## config.mk

```make
export PLATFORM = sky130hd
export DESIGN_NAME = bdr_emit
export DESIGN_NICKNAME = d
export VERILOG_FILES = /design/src/design/bdr_pkg.sv /design/src/design/bdr_emit.sv
export SDC_FILE = /design/constraint.sdc
export NUM_CORES = 1
export LEC_CHECK = 0
export BUFFER_PORTS_ARGS = -buffer_cell sky130_fd_sc_hd__buf_2
export CAP_MARGIN = 20
export CELL_PAD_IN_SITES_DETAIL_PLACEMENT = 1
export CELL_PAD_IN_SITES_GLOBAL_PLACEMENT = 1
export CORE_AREA = 2 2 115 117
export DETAILED_ROUTE_END_ITERATION = 10
export DIE_AREA = 0 0 117 119
export GPL_ROUTABILITY_DRIVEN = 0
export HOLD_SLACK_MARGIN = 0.05
export PLACE_DENSITY = 0.75
export SETUP_SLACK_MARGIN = 0.4
export SLEW_MARGIN = 5
export SYNTH_ARGS = -nofsm -noshare
export SYNTH_HDL_FRONTEND = slang
export SYNTH_SLANG_ARGS = --single-unit
export TNS_END_PERCENT = 30
```

## constraint.sdc

```tcl
create_clock -name clk_i -period 2.5 [get_ports clk_i]
set_input_delay 0.75 -clock clk_i [delete_from_list [all_inputs] [get_ports clk_i]]
set_output_delay 0.75 -clock clk_i [all_outputs]
set_load 0.02 [all_outputs]
```

## src/design/bdr_pkg.sv

```systemverilog
`timescale 1ns / 1ps
`default_nettype none
// ----------------------------------------------------------------------------
// bdr_pkg: shared types and constants of the Bayer demosaic
// Field widths, register indexes, mosaic phase tables and the word handed
// from the position tracker to the result sequencer.
// ----------------------------------------------------------------------------
package bdr_pkg;

  localparam int PIX_W   = 8;
  localparam int COORD_W = 12;
  localparam int CFG_W   = 13;
  localparam int PAT_W   = 2;

  localparam logic [CFG_W-1:0] WIDTH_RESET  = 13'd640;
  localparam logic [CFG_W-1:0] HEIGHT_RESET = 13'd480;
  localparam logic [CFG_W-1:0] HEIGHT_MAX   = 13'd4096;
  localparam logic [CFG_W-1:0] DIM_MIN      = 13'd2;

  // configuration register indexes
  localparam logic [1:0] REG_FRAME_WIDTH   = 2'd0;
  localparam logic [1:0] REG_FRAME_HEIGHT  = 2'd1;
  localparam logic [1:0] REG_BAYER_PATTERN = 2'd2;

  // result kinds, as bit positions of the pending mask, in emit order
  localparam int RES_WINDOW = 0;
  localparam int RES_RIGHT  = 1;
  localparam int RES_BOTTOM = 2;
  localparam int RES_N      = 3;

  // column of the red sample inside the 2x2 tile: RGGB, GRBG, BGGR, GBRG
  function automatic logic red_col(input logic [PAT_W-1:0] pat);
    logic v;
    unique case (pat)
      2'd0:    v = 1'b0;
      2'd1:    v = 1'b1;
      2'd2:    v = 1'b1;
      default: v = 1'b0;
    endcase
    return v;
  endfunction

  // row of the red sample inside the 2x2 tile
  function automatic logic red_row(input logic [PAT_W-1:0] pat);
    return pat[1];
  endfunction

  typedef struct packed {
    logic [PIX_W-1:0]   pix;
    logic [COORD_W-1:0] x;
    logic [COORD_W-1:0] y;
    logic               dx;      // red column inside the window
    logic               dy;      // red row inside the window
    logic               top_ok;  // line store was read for this column
    logic [RES_N-1:0]   mask;    // results this sample causes
  } item_t;

endpackage
`default_nettype wire

```

## src/design/bdr_emit.sv

```systemverilog
`timescale 1ns / 1ps
`default_nettype none
// ----------------------------------------------------------------------------
// bdr_emit: window stage and result sequencer
// Holds one sample with its line store read, builds the 2x2 window and hands
// the results it causes to the output register one per cycle unless stalled.
// ----------------------------------------------------------------------------
module bdr_emit (
  input  wire logic                            clk_i,
  input  wire logic                            rst_ni,
  input  wire logic                            load_i,
  input  wire bdr_pkg::item_t                  item_i,
  input  wire logic [bdr_pkg::PIX_W-1:0]       top_i,
  output logic                                 ready_o,
  output logic                                 out_valid_o,
  input  wire logic                            out_ready_i,
  output logic [bdr_pkg::PIX_W-1:0]            red_o,
  output logic [bdr_pkg::PIX_W-1:0]            green_o,
  output logic [bdr_pkg::PIX_W-1:0]            blue_o,
  output logic [bdr_pkg::COORD_W-1:0]          pixel_x_o,
  output logic [bdr_pkg::COORD_W-1:0]          pixel_y_o,
  output logic                                 run_last_o
);

  bdr_pkg::item_t                s1_q;
  logic                          s1_v_q;
  logic [bdr_pkg::RES_N-1:0]     pend_q, pend_next;
  logic [bdr_pkg::PIX_W-1:0]     prev_top_q, prev_bot_q;

  logic                          out_v_q;
  logic [bdr_pkg::PIX_W-1:0]     red_q, green_q, blue_q;
  logic [bdr_pkg::COORD_W-1:0]   px_q, py_q;
  logic                          last_q;

  logic [bdr_pkg::PIX_W-1:0]     top, w00, w01, w10, w11;
  logic [bdr_pkg::PIX_W-1:0]     r_win, b_win, ga, gb;
  logic [bdr_pkg::PIX_W:0]       g_sum;
  logic [bdr_pkg::PIX_W-1:0]     red_d, green_d, blue_d;
  logic [bdr_pkg::COORD_W-1:0]   px_d, py_d;
  logic                          emit, retire;

  always_comb begin
    top = s1_q.top_ok ? top_i : '0;
    w00 = prev_top_q;
    w01 = top;
    w10 = prev_bot_q;
    w11 = s1_q.pix;
    r_win = s1_q.dy ? (s1_q.dx ? w11 : w10) : (s1_q.dx ? w01 : w00);
    b_win = s1_q.dy ? (s1_q.dx ? w00 : w01) : (s1_q.dx ? w10 : w11);
    ga    = s1_q.dy ? (s1_q.dx ? w10 : w11) : (s1_q.dx ? w00 : w01);
    gb    = s1_q.dy ? (s1_q.dx ? w01 : w00) : (s1_q.dx ? w11 : w10);
    g_sum = {1'b0, ga} + {1'b0, gb} + (bdr_pkg::PIX_W+1)'(1);
  end

  // pick the lowest pending result, then drop it from the mask
  always_comb begin
    pend_next = pend_q;
    red_d     = '0;
    green_d   = '0;
    blue_d    = '0;
    px_d      = s1_q.x;
    py_d      = s1_q.y;
    priority if (pend_q[bdr_pkg::RES_WINDOW]) begin
      pend_next[bdr_pkg::RES_WINDOW] = 1'b0;
      red_d   = r_win;
      green_d = g_sum[bdr_pkg::PIX_W:1];
      blue_d  = b_win;
      px_d    = s1_q.x - bdr_pkg::COORD_W'(1);
      py_d    = s1_q.y - bdr_pkg::COORD_W'(1);
    end else if (pend_q[bdr_pkg::RES_RIGHT]) begin
      pend_next[bdr_pkg::RES_RIGHT] = 1'b0;
      py_d = s1_q.y - bdr_pkg::COORD_W'(1);
    end else begin
      pend_next[bdr_pkg::RES_BOTTOM] = 1'b0;
    end
  end

  assign emit    = s1_v_q && (pend_q != '0) && (!out_v_q || out_ready_i);
  assign retire  = s1_v_q && ((pend_q == '0) || (emit && (pend_next == '0)));
  assign ready_o = !s1_v_q || retire;

  always_ff @(posedge clk_i or negedge rst_ni) begin
    if (!rst_ni) begin
      s1_v_q     <= 1'b0;
      pend_q     <= '0;
      prev_top_q <= '0;
      prev_bot_q <= '0;
      out_v_q    <= 1'b0;
    end else begin
      if (retire) begin
        prev_top_q <= top;
        prev_bot_q <= s1_q.pix;
      end
      if (load_i) begin
        s1_v_q <= 1'b1;
        pend_q <= item_i.mask;
      end else begin
        if (retire) begin
          s1_v_q <= 1'b0;
        end
        if (emit) begin
          pend_q <= pend_next;
        end
      end
      if (emit) begin
        out_v_q <= 1'b1;
      end else if (out_ready_i) begin
        out_v_q <= 1'b0;
      end
    end
  end

  always_ff @(posedge clk_i) begin
    if (load_i) begin
      s1_q <= item_i;
    end
    if (emit) begin
      red_q   <= red_d;
      green_q <= green_d;
      blue_q  <= blue_d;
      px_q    <= px_d;
      py_q    <= py_d;
      last_q  <= pend_next == '0;
    end
  end

  assign out_valid_o = out_v_q;
  assign red_o       = red_q;
  assign green_o     = green_q;
  assign blue_o      = blue_q;
  assign pixel_x_o   = px_q;
  assign pixel_y_o   = py_q;
  assign run_last_o  = last_q;

endmodule
`default_nettype wire

```

==> reports/metrics.csv <==
stage,metric,value,unit
outcome,status,"complete, but fails checks",
outcome,violations,negative setup slack,
synthesis,ys_top_cells_by_area,"edfxtp_1, mux4_2, dfrtp_1",
finish,num-fill-cells,1297,
finish,final_layout_size_suffix_gt1_share,48.4,%
finish,area_delta_synth_final,27.6,%
global_routing,met2_usage,29.4,%
critical_path,rr_endpoint,green_o[2],
synthesis,syn_inst,325,
clock_tree,cts_max_level,3,
finish,final_common_cell,buf_2,
finish,multiInputGateArea,2110,sq um
detailed_routing,drt-initial-drc-count,187,
placed_design,dp_hpwl,8110,um
critical_path,cp-startpoint,s1_q[3],
sta,slew_violations,0,
synthesis,ys_seq_area_share,59.5,%
critical_path,critPathMaxStageDelay,480,ps
critical_path,worstSetupPathDepth,9,
finish,register_area,3050,sq um
synthesis,ys_ff_latch,105,
critical_path,cp-start-kind,flip-flop,
critical_path,cp-endpoint,green_o[2],
sta,post-route-period-util,101,%
finish,largest_reg_flops,27,
sta,rsz0062_at_grt,true,
detailed_routing,ant_nets,0,
clock_tree,cts_tree,yes,
clock_tree,clkSinkCount,105,
critical_path,crit_type,flip-flop to flip-flop,
power_and_ir_drop,power.leakage,2.63,nW
clock_tree,clk_pin_slew,80,ps
sta,worstMarginPinSlew,552,ps
critical_path,cp_top_family,multiplexers,
synthesis,yosysTopAreaCellShare,49.2,%
flow_run,maxCapViolations,0,
floorplanning,die_h,119,um
hold_path,hold_class,input port to asynchronous set/reset pin,
floorplanning,initial_utilization,39.8,%
synthesis,ys_types,44,
finish,antenna_cells,0,
floorplanning,dieArea,13900,sq um
detailed_routing,drt-pass1-iter-count,4,
sta,finClkSkew,9.00,ps
floorplanning,core.rowCount,42,
floorplanning,die_x,117,um
synthesis,async_flop_share,20.0,%
sta,whs,372,ps
sta,tns,-40.1,ps
critical_path,r2r-start,s1_q[3],
placed_design,io_buffers,100,
finish,nets,518,
clock_tree,clockRootBuffer,clkbuf_16,
detailed_routing,via_per_inst,5.05,
critical_path,crit_chain,buf_6 -> and2_4 -> mux4_2 -> ha_4 -> buf_4 -> a21o_1 -> a31oi_1 -> xnor2_1 -> and2_1,
synthesis,synth_area,5120,sq um
sta,slew_headroom,62.9,%
global_routing,grt_busiest_layer,met2,
global_routing,grt_use_met3,3.82,%
sta,fmax,0.396,GHz
floorplanning,ios,101,
critical_path,crit_buf_inv,2,
critical_path,ff2ff_path_depth,9,
finish,layout.cells.non_filler,639,
floorplanning,core-area,12900,sq um
finish,layout_common_cells,"buf_2, edfxtp_1, mux4_2",
sta,setup_ws,-25.3,ps
global_routing,grt_overflow,0,
placed_design,dp.cells,617,
detailed_routing,wl_per_cell,17.4,um
critical_path,cp-end-kind,flip-flop,
global_routing,met1_usage,20.3,%
finish,top_register,s1_q,
critical_path,crit_required,2620,ps
power_and_ir_drop,ir_worst_vdd,0.466,mV
synthesis,synth_edf_count,84,
critical_path,slowest_stage,mux4_2,
clock_tree,clk_latency,360,ps
power_and_ir_drop,p_total,5.49,mW
critical_path,r2r_slack,-30,ps
synthesis,syn_area_per_cell,15.8,sq um
sta,hold_violations,0,
detailed_routing,dr_total_vias,3229,
sta,setup_violations,4,
critical_path,arrival,2640,ps
global_routing,grt_pass1_vias,3461,
global_routing,grt_util_all_layers,16.9,%
global_routing,grt_max_degree,45,
finish,final_util,50.7,%
global_routing,grt_antenna_before_repair,0,
clock_tree,clk_path_buf_depth,2,
sta,fin_crit,2530,ps
synthesis,synth_top_flop_cell,edfxtp_1,
synthesis,yosysWarnings,0,
detailed_routing,wirelength,11100,um
clock_tree,cts_made_buffers,9,
synthesis,synth_top_cell_by_area,edfxtp_1,
synthesis,synth_fp_nets,385,
global_routing,grt_pass1_wl,17700,um
detailed_routing,drc,0,
power_and_ir_drop,p_per_area,840,nW/um^2
critical_path,cp_max_fo,5,
## timing repair
action                                  CTS  global route
buffers inserted                          6             0
hold buffers                              0             0
endpoints found under the setup margin    9             9
pin swaps                                 8             4
resized for setup                        12             9
## worst register-to-register path, cell delays in order (launching register included)
cell and delay [ps]:
edfxtp_1 460, buf_6 160, and2_4 140, mux4_2 480
ha_4 280, buf_4 140, a21o_1 150, a31oi_1 180
xnor2_1 110, and2_1 160
## cells by family (layout without fill, tap and decap cells)
logic type	Yosys count	after routing	synth area share [%]
AOI/OAI and AO/OA	31	31	3.98
buffers and inverters	19	157	2.05
adders and majority gates	11	11	2.81
and+or+nand+nor	85	85	9.31
xor gates and xnor gates	26	26	4.45
muxes	48	48	17.9
DFF	105	105	59.5
## stage by stage
| stage | area, sq um | worst slack, ps |
|---|---|---|
| final | 6530 | -25.3 |
| after global routing | 6530 | -147 |
| after CTS | 6500 | -55.8 |
| after detailed placement | 6090 | -427 |
| after global placement | 6090 | -373 |
| after floorplan | 5220 | -223 |
## final cells by class
cell class / instances / share of cell area (%)
multi-input cells: 201 / 32.3
well taps: 176 / 3.37
repair buffers: 133 / 12.5
clock buffers: 10 / 3.50
clock inverters: 6 / 1.11
inverters: 8 / 0.517
flip-flops and latches: 105 / 46.6
## metal layers
layer / wire length [um] / up-vias
met4: 187 / 0
li1: - / 1507
met2: 5870 / 64
met1: 4580 / 1646
met3: 459 / 12
met5: 0 / -
## power breakdown
part | leakage (nW) | total (mW) | internal (mW) | switching [mW]
Combinational | 1.41 | 1.65 | 0.860 | 0.786
Sequential | 1.07 | 2.38 | 2.20 | 0.184
Clock | 0.150 | 1.46 | 0.794 | 0.669
## how the worst min path moves through the flow
stage | to | depth (start not counted) | slack, ps
after global routing | prev_top_q[7] | 1 | 400
after CTS | prev_bot_q[0] | 1 | 380
final | prev_bot_q[0] | 1 | 370
after detailed placement | pixel_x_o[5] | 2 | 550
after floorplan | out_valid_o | 0 | 450
after global placement | pixel_x_o[5] | 2 | 530
## cell usage after synthesis (2+ instances only)
cell type	number
xnor2_1	14
a21o_1	3
nand2b_1	6
or2_2	2
clkbuf_1	3
a21oi_1	8
edfxtp_1	84
mux2_2	6
ha_1	9
mux4_2	30
nor4_1	6
mux2_4	10
buf_2	6
nand2_1	18
a211oi_1	2
nor2_1	13
dfrtp_1	21
o21ai_0	10
xor2_1	12
inv_1	8
nor3_1	3
and2_1	29
Power figures use the tool's default switching activity.
