<file path="config.mk">
export PLATFORM = sky130hd
export DESIGN_NAME = bdr_pos
export DESIGN_NICKNAME = d
export VERILOG_FILES = /design/src/design/bdr_pkg.sv /design/src/design/bdr_pos.sv
export SDC_FILE = /design/constraint.sdc
export NUM_CORES = 1
export LEC_CHECK = 0
export BUFFER_PORTS_ARGS = -buffer_cell sky130_fd_sc_hd__buf_4
export CAP_MARGIN = 40
export CORE_MARGIN = 1
export CORE_UTILIZATION = 55
export DETAILED_ROUTE_END_ITERATION = 16
export HOLD_SLACK_MARGIN = 0.1
export PLACE_DENSITY = 0.84
export SLEW_MARGIN = 20
export SYNTH_ARGS = -nofsm -noshare
export SYNTH_HDL_FRONTEND = slang
export SYNTH_SLANG_ARGS = --single-unit
</file>
<file path="constraint.sdc">
create_clock -name clk_i -period 13.1 [get_ports clk_i]
set_input_delay 2.62 -clock clk_i [delete_from_list [all_inputs] [get_ports clk_i]]
set_output_delay 2.62 -clock clk_i [all_outputs]
set_load 0.02 [all_outputs]
</file>
<file path="src/design/bdr_pkg.sv">
`timescale 1ns / 1ps
`default_nettype none
// ----------------------------------------------------------------------------
// bdr_pkg: shared types and constants of the Bayer demosaic
// Field widths, register indexes, mosaic phase tables and the word handed
// from the position tracker to the result sequencer.
// ----------------------------------------------------------------------------
package bdr_pkg;

  localparam int PIX_W   = 8;
  localparam int COORD_W = 12;
  localparam int CFG_W   = 13;
  localparam int PAT_W   = 2;

  localparam logic [CFG_W-1:0] WIDTH_RESET  = 13'd640;
  localparam logic [CFG_W-1:0] HEIGHT_RESET = 13'd480;
  localparam logic [CFG_W-1:0] HEIGHT_MAX   = 13'd4096;
  localparam logic [CFG_W-1:0] DIM_MIN      = 13'd2;

  // configuration register indexes
  localparam logic [1:0] REG_FRAME_WIDTH   = 2'd0;
  localparam logic [1:0] REG_FRAME_HEIGHT  = 2'd1;
  localparam logic [1:0] REG_BAYER_PATTERN = 2'd2;

  // result kinds, as bit positions of the pending mask, in emit order
  localparam int RES_WINDOW = 0;
  localparam int RES_RIGHT  = 1;
  localparam int RES_BOTTOM = 2;
  localparam int RES_N      = 3;

  // column of the red sample inside the 2x2 tile: RGGB, GRBG, BGGR, GBRG
  function automatic logic red_col(input logic [PAT_W-1:0] pat);
    logic v;
    unique case (pat)
      2'd0:    v = 1'b0;
      2'd1:    v = 1'b1;
      2'd2:    v = 1'b1;
      default: v = 1'b0;
    endcase
    return v;
  endfunction

  // row of the red sample inside the 2x2 tile
  function automatic logic red_row(input logic [PAT_W-1:0] pat);
    return pat[1];
  endfunction

  typedef struct packed {
    logic [PIX_W-1:0]   pix;
    logic [COORD_W-1:0] x;
    logic [COORD_W-1:0] y;
    logic               dx;      // red column inside the window
    logic               dy;      // red row inside the window
    logic               top_ok;  // line store was read for this column
    logic [RES_N-1:0]   mask;    // results this sample causes
  } item_t;

endpackage
`default_nettype wire

</file>
<file path="src/design/bdr_pos.sv">
`timescale 1ns / 1ps
`default_nettype none
// ----------------------------------------------------------------------------
// bdr_pos: frame position tracker
// Holds the column and row counters, clamps the frame size and works out,
// for the sample on the input, its window phase and which results it causes.
// ----------------------------------------------------------------------------
module bdr_pos #(
  parameter int MAX_WIDTH = 4096
) (
  input  wire logic                          clk_i,
  input  wire logic                          rst_ni,
  input  wire logic                          fire_i,
  input  wire logic [bdr_pkg::PIX_W-1:0]     raw_pixel_i,
  input  wire logic [bdr_pkg::CFG_W-1:0]     frame_width_i,
  input  wire logic [bdr_pkg::CFG_W-1:0]     frame_height_i,
  input  wire logic [bdr_pkg::PAT_W-1:0]     bayer_pattern_i,
  output bdr_pkg::item_t                     item_o,
  output logic                               mem_en_o,
  output logic [$clog2(MAX_WIDTH)-1:0]       addr_o
);

  localparam int AW  = $clog2(MAX_WIDTH);
  localparam int MWB = $clog2(MAX_WIDTH + 1);
  localparam int WW  = (MWB > bdr_pkg::CFG_W) ? MWB : bdr_pkg::CFG_W;

  logic [bdr_pkg::COORD_W-1:0] col_q, col_d;
  logic [bdr_pkg::COORD_W-1:0] row_q, row_d;

  logic [WW-1:0]                fw_ext, w_eff, x_ext;
  logic [bdr_pkg::CFG_W-1:0]    h_eff, y_ext;
  logic                         last_col, last_row;

  always_comb begin
    fw_ext = WW'(frame_width_i);
    if (fw_ext < WW'(bdr_pkg::DIM_MIN)) begin
      w_eff = WW'(bdr_pkg::DIM_MIN);
    end else if (fw_ext > WW'(MAX_WIDTH)) begin
      w_eff = WW'(MAX_WIDTH);
    end else begin
      w_eff = fw_ext;
    end

    if (frame_height_i < bdr_pkg::DIM_MIN) begin
      h_eff = bdr_pkg::DIM_MIN;
    end else if (frame_height_i > bdr_pkg::HEIGHT_MAX) begin
      h_eff = bdr_pkg::HEIGHT_MAX;
    end else begin
      h_eff = frame_height_i;
    end

    x_ext    = WW'(col_q);
    y_ext    = bdr_pkg::CFG_W'(row_q);
    last_col = x_ext >= (w_eff - WW'(1));
    last_row = y_ext >= (h_eff - bdr_pkg::CFG_W'(1));
  end

  // line store access only for columns it can hold
  assign mem_en_o = x_ext < WW'(MAX_WIDTH);
  assign addr_o   = x_ext[AW-1:0];

  always_comb begin
    item_o        = '0;
    item_o.pix    = raw_pixel_i;
    item_o.x      = col_q;
    item_o.y      = row_q;
    // window origin is one column and one row back, so its parity flips
    item_o.dx     = bdr_pkg::red_col(bayer_pattern_i) ^ ~col_q[0];
    item_o.dy     = bdr_pkg::red_row(bayer_pattern_i) ^ ~row_q[0];
    item_o.top_ok = mem_en_o;
    item_o.mask[bdr_pkg::RES_WINDOW] = (row_q != '0) && (col_q != '0);
    item_o.mask[bdr_pkg::RES_RIGHT]  = (row_q != '0) && last_col;
    item_o.mask[bdr_pkg::RES_BOTTOM] = last_row;
  end

  always_comb begin
    col_d = col_q;
    row_d = row_q;
    if (fire_i) begin
      if (last_col) begin
        col_d = '0;
        row_d = last_row ? '0 : row_q + bdr_pkg::COORD_W'(1);
      end else begin
        col_d = col_q + bdr_pkg::COORD_W'(1);
      end
    end
  end

  always_ff @(posedge clk_i or negedge rst_ni) begin
    if (!rst_ni) begin
      col_q <= '0;
      row_q <= '0;
    end else begin
      col_q <= col_d;
      row_q <= row_d;
    end
  end

endmodule
`default_nettype wire

</file>
==> impl_metrics.yaml, run 1 <==
outcome:
  status: "completed"
power_and_ir_drop:
  max-vdd-ir-drop_v: 0.0000631
  leakagePower_nw: 1.50
  power_w: 0.000302
  powerDensity_mw_per_mm2: 94.2
setup_path:
  worstSetupPathType: "input port to primary output"
  ff2ff_setup_slack_ns: 10.67
  critPathMaxFanout: 13
  r2r_cells: 6
  crit_required_ns: 10.48
  rr_startpoint: "row_q[9]"
  arrival_ns: 6.48
  reg2reg_to: "row_q[7]"
  worstSetupEndpoint: "item_o[1]"
  endpoint_kind: "primary output"
  critical_path.startpoint: "frame_width_i[7]"
  worstSetupStartpointType: "input port"
final_layout:
  final_nets: 455
  antenna_cells: 0
  n_fill_cell: 427
  layout-drive-gt1-share_pct: 22.9
  final-seq-area_um2: 601
  multiInputGateArea_mm2: 0.00186
  fin_util_pct: 67.4
  areaGrowthSynthToFinish_pct: 17.4
  final_cells: 452
placement:
  pre_cts_slack_ns: 4.04
  gp_congestion: 0.908
  dpl.cell_count: 448
  portBuffers: 71
  hpwl_um: 5080
timing:
  fin_crit_ns: 9.10
  fmax_mhz: 110
  slew_violations: 0
  rsz0062_at_grt: "false"
  final-setup-viol-count: 0
  clock_skew_ns: 0.00455
  fin_crit_sh_pct: 69.5
  tightest_slew_ns: 0.581
  maxSlewHeadroom_pct: 61.0
  tns_ns: 0
  hold_viol: 0
  finalWorstSetupSlack_ns: 4.00
drt:
  dr.pass1.iters: 6
  via_per_inst: 5.90
  drc: 0
  vias: 2667
  ant_nets: 0
  dr.first_iter.drc_count: 247
  wl_met1_um: 3090
  highest_layer: "met4"
  avgRoutedWirePerCell_um: 14.5
  wl_met2_um: 3050
  routed_wl_um: 6530
  wl_met3_um: 355
synthesis:
  synth.top_cell.area_share_pct: 22.0
  synth_area_mm2: 0.00273
  synth-edff-count: 0
  synth_seq_cells: 24
  avgSynthCellArea_um2: 8.00
  synth_largest_area_cell: "dfrtp_1"
  async_flop_share_pct: 100
  yosysWarnings: 0
  ys_types: 50
  synth.area.top_cells: "dfrtp_1 (22%), ha_1 (14%), buf_4 (6.3%)"
  netlist_instances: 341
  seq_area_frac_synth_pct: 22.0
  ys.flop_type: "dfrtp_1"
floorplanning:
  die-area_mm2: 0.00525
  io_pins: 90
  rows: 25
  start_util_pct: 57.4
  die_h_um: 72.4
  core_region_area_mm2: 0.00475
  fp.dieW_um: 72.4
worst_hold_path:
  hold_depth: 1
  hold_class: "flop to flop"
global_routing:
  grt_util_all_layers_pct: 25.6
  grt_max_degree: 25
  grt_pass1_wl_um: 10900
  grt-ovfl-total: 0
  antenna_found_initial: 0
  grt_pass1_vias: 2406
clock_network:
  cts.sinks: 24
  cts_tree: "done"
  clk_latency_ns: 0.27
  clk_pin_slew_worst_paths_ns: 0.08
  cts_buffer_depth: 2
  cts-root-buf: "clkbuf_8"
  post_cts_buffers: 0
  cts_buffers: 3
  cts-htree-levels: 1
  cts.repair.resized: 0
  hold_buffers: 0
run:
  maxCapViolations: 0
## cells in the final DEF (no fill, tap or decap), drive strengths merged, types with 3 or more instances in the layout
master	n
buf	72
ha	30
o21ai	29
nor2	26
dfrtp	24
nand2	23
a21oi	21
nor2b	13
inv	13
nand3	13
nor3	12
a22o	9
xnor2	8
nand2b	7
and3	7
nor4	6
xor2	6
nand4	6
o21a	5
a21o	4
o22ai	4
or3	3
a31oi	3
a22oi	3
a221o	3
clkbuf	3
o31ai	3
## cells by family (layout without fill, tap and decap cells)
logic type,count (synthesis),in the layout,synth area share (%)
AND/OR/NAND/NOR,129,129,25.7
AO/OA/AOI/OAI,94,94,22.6
buffers and inverters,46,89,10.0
adder cells (fa/ha/maj),30,30,13.8
flip-flops,24,24,22.0
XOR/XNOR,14,14,4.49
multiplexers,3,3,1.33
other,1,2,0.137
## how the worst min path moves through the flow
stage | startpoint | to
finish | row_q[1] | row_q[1]
global route | row_q[10] | row_q[10]
CTS | row_q[10] | row_q[10]
detailed placement | row_q[10] | row_q[10]
global placement | row_q[11] | row_q[11]
floorplan | row_q[11] | row_q[11]
## state kept, by name (all words and copies together) (netlist names)
register  count
addr_o       12
row_q        12
## synthesized netlist by cell type (all sizes together), types with 3 or more instances
library cell and count:
a21o 4, a21oi 21, a221o 3, a22o 9
a22oi 3, a31oi 3, and3 7, buf 25
clkbuf 8, dfrtp 24, ha 30, inv 13
nand2 23, nand2b 7, nand3 13, nand4 6
nor2 26, nor2b 13, nor3 12, nor4 6
o21a 5, o21ai 29, o22ai 4, o31ai 3
or3 3, xnor2 8, xor2 6
## per-stage QoR
| step | cell area [um2] | hold slack (ns) |
|---|---|---|
| global placement | 3120 | 0.608 |
| global route | 3200 | 0.674 |
| detailed placement | 3130 | 0.625 |
| finish | 3200 | 0.648 |
| CTS | 3200 | 0.645 |
| floorplan | 2730 | 0.673 |
## cell type report
cell class                 count  share of cell area, %
multi-input combinational    272                   58.0
sequential                    24                   18.8
clock inverter                 1                  0.938
clock buffer                   3                   1.29
inverter                      13                   1.52
tap                           67                   2.62
timing repair buffer          72                   16.9
## per-layer routing
layer  global-route usage (%)  vias up
li1                         -     1317
met1                     36.8     1242
met2                     41.6       98
met3                     3.61       10
met4                     4.14        0
met5                        0        -
## critical path, stage by stage
cell and delay (ns):
buf_4 0.12, or4_4 0.56, or4_4 0.58, o21ai_0 0.27, ha_1 0.47, o41ai_1 0.13
o21ai_0 0.11, a21oi_1 0.10, ha_1 0.28, a2111o_1 0.41, a221o_1 0.33, nand4_1 0.23
nor2_1 0.08, buf_4 0.18
## power breakdown
| group | internal, W | leakage, nW | switching [W] |
|---|---|---|---|
| Combinational | 0.0000599 | 1.16 | 0.0000733 |
| Clock | 0.0000408 | 0.0357 | 0.0000235 |
| Sequential | 0.0000833 | 0.308 | 0.0000210 |
| Total | 0.000184 | 1.50 | 0.000118 |
Note: power is estimated with default switching activity, not from simulation.
==> run 2, diff against run 1 <==
CORE_UTILIZATION = 47   (was 55)
PLACE_DENSITY = 0.76   (was 0.84)
clock period = 8.1 ns   (was 13.1 ns; I/O delays follow)
==> run 2 against run 1 <==
  * Via count shrank 1.3%
  * Sequential share of layout area rose by 0.059 points
  * Global-route usage decreased by 4.0 points
  * Final cell count up 1.1%
  * Power is 54% higher
  * Sequential power is 63% higher
  * Flip-flop and latch count did not move
  * Die area rose by 17%
  * Worst setup slack lost 3.0 ns
==> impl_metrics.yaml, run 2 (synthesis results as in run 1) <==
final_layout:
  final_nets: 455
  fin_util_pct: 57.6
  layout-drive-gt1-share_pct: 22.9
  layout_commonest_cell: "buf_4"
  antenna_cells: 0
  postLayoutCellArea_mm2: 0.00319
  areaGrowthSynthToFinish_pct: 17.0
  mostFrequentLayoutCells: "buf_4 (72), ha_1 (30), o21ai_0 (29)"
setup_path:
  endpoint_kind: "primary output"
  reg2reg_to: "row_q[6]"
  crit_chain: "buf_4 > or4_4 > or4_4 > o21ai_0 > ha_1 > o41ai_1 > o21ai_0 > a21oi_1 > ha_1 > a2111o_1 > a221o_1 > nand4_1 > nor2_1 > buf_4"
  arrival_ns: 5.44
  worstSetupPathType: "input port to primary output"
  crit_buf_inv: 2
  critPathMaxFanout: 13
  critPathSlowestCell: "or4_4"
  slowest_delay_ns: 0.58
  crit_required_ns: 6.48
  critPathTopFamily: "simple AND/OR/NAND/NOR gates"
  r2r_cells: 8
  worstSetupStartpointType: "input port"
  ff2ff_setup_slack_ns: 5.71
  rr_startpoint: "addr_o[0]"
worst_hold_path:
  hold_class: "flop to flop"
  min_from: "row_q[11]"
  hold_depth: 1
  whs_endpoint: "row_q[11]"
drt:
  ant_nets: 0
  avgRoutedWirePerCell_um: 14.2
  wl_met3_um: 289
  routed_wl_um: 6490
  wl_met2_um: 3080
  vias: 2632
  dr.pass1.iters: 4
  drc: 0
  wl_met1_um: 3060
  highest_layer: "met4"
  via_per_inst: 5.76
  dr.first_iter.drc_count: 126
timing:
  rsz0062_at_grt: "false"
  fin_crit_sh_pct: 87.2
  tns_ns: 0
  final-setup-viol-count: 0
  fmax_mhz: 142
  clock_skew_ns: 0.00613
  maxSlewHeadroom_pct: 62.2
  fin_crit_ns: 7.06
  hold_viol: 0
  tightest_slew_ns: 0.562
  slew_violations: 0
  hold_slack_ns: 0.619
power_and_ir_drop:
  max-vdd-ir-drop_v: 0.000110
  power_w: 0.000464
  powerDensity_mw_per_mm2: 145
  leakagePower_nw: 1.50
placement:
  hpwl_um: 5080
  gp_congestion: 0.850
  dpl_cell_area_mm2: 0.00314
  portBuffers: 71
clock_network:
  cts_buffers: 3
  cts_buffer_depth: 2
  cts_tree: "done"
  cts-root-buf: "clkbuf_8"
  hold_buffers: 0
  cts-htree-levels: 1
  cts.sinks: 24
  cts.repair.resized: 0
  clk_latency_ns: 0.26
  post_cts_buffers: 0
  clk_pin_slew_worst_paths_ns: 0.08
floorplanning:
  rows: 27
  core_region_area_mm2: 0.00554
  die_h_um: 78.2
  die-area_mm2: 0.00611
  start_util_pct: 49.3
  io_pins: 90
  fp.dieW_um: 78.2
global_routing:
  grt_max_degree: 25
  grt_pass1_wl_um: 10800
  grt-ovfl-total: 0
  grt_pass1_vias: 2378
  antenna_found_initial: 0
  grt_util_all_layers_pct: 21.6
outcome:
  status: "completed"
run:
  maxCapViolations: 0
-- run 2: cell count changes in the layout (fill, tap and decap cells not counted) --
cell and delta:
bufinv_16 -1, clkbuf_8 +1
-- run 2: worst max path at each step --
stage                      from         to  slack, ns  cells after the start
3_3_place_gp   frame_width_i[7]  item_o[1]       1.13                     14
6_report       frame_width_i[7]  item_o[1]       1.04                     14
2_1_floorplan  frame_width_i[7]  item_o[1]       1.44                     13
3_5_place_dp   frame_width_i[7]  item_o[1]       1.08                     14
4_1_cts        frame_width_i[7]  item_o[1]       1.04                     14
5_1_grt        frame_width_i[7]  item_o[1]       0.78                     14
-- run 2: per-layer routing --
layer / vias to the layer above / track usage [%]
met4: 0 / 5.00
met5: - / 0
met2: 64 / 35.6
met1: 1245 / 30.1
met3: 6 / 2.67
li1: 1317 / -
-- run 2: through the flow --
| stage | setup WS (ns) | instances |
|---|---|---|
| final | 1.04 | 457 |
| after global routing | 0.778 | 457 |
| after CTS | 1.04 | 457 |
| after detailed placement | 1.08 | 453 |
| after global placement | 1.13 | 453 |
| after floorplan | 1.44 | 342 |
-- run 2: where the power goes --
part | internal, W | switching [W]
clock | 0.0000433 | 0.0000361
combinational | 0.0000969 | 0.000119
sequential | 0.000135 | 0.0000347
total | 0.000275 | 0.000189
-- run 2: final cells by class --
type | count | area, um2
fillers | 530 | 2350
multi-input cells | 272 | 1860
flip-flops and latches | 24 | 601
well taps | 72 | 90.1
clock buffers | 4 | 55.1
inverters | 13 | 48.8
repair buffers | 72 | 541
-- run 2: worst reg2reg max path: stages, from the launching register on --
cell	delay [ns]
dfrtp_1	0.43
inv_1	0.21
ha_1	0.27
nor3b_1	0.23
o21ai_0	0.13
a221o_1	0.41
nand4_4	0.16
nor2_2	0.13
a221o_1	0.31
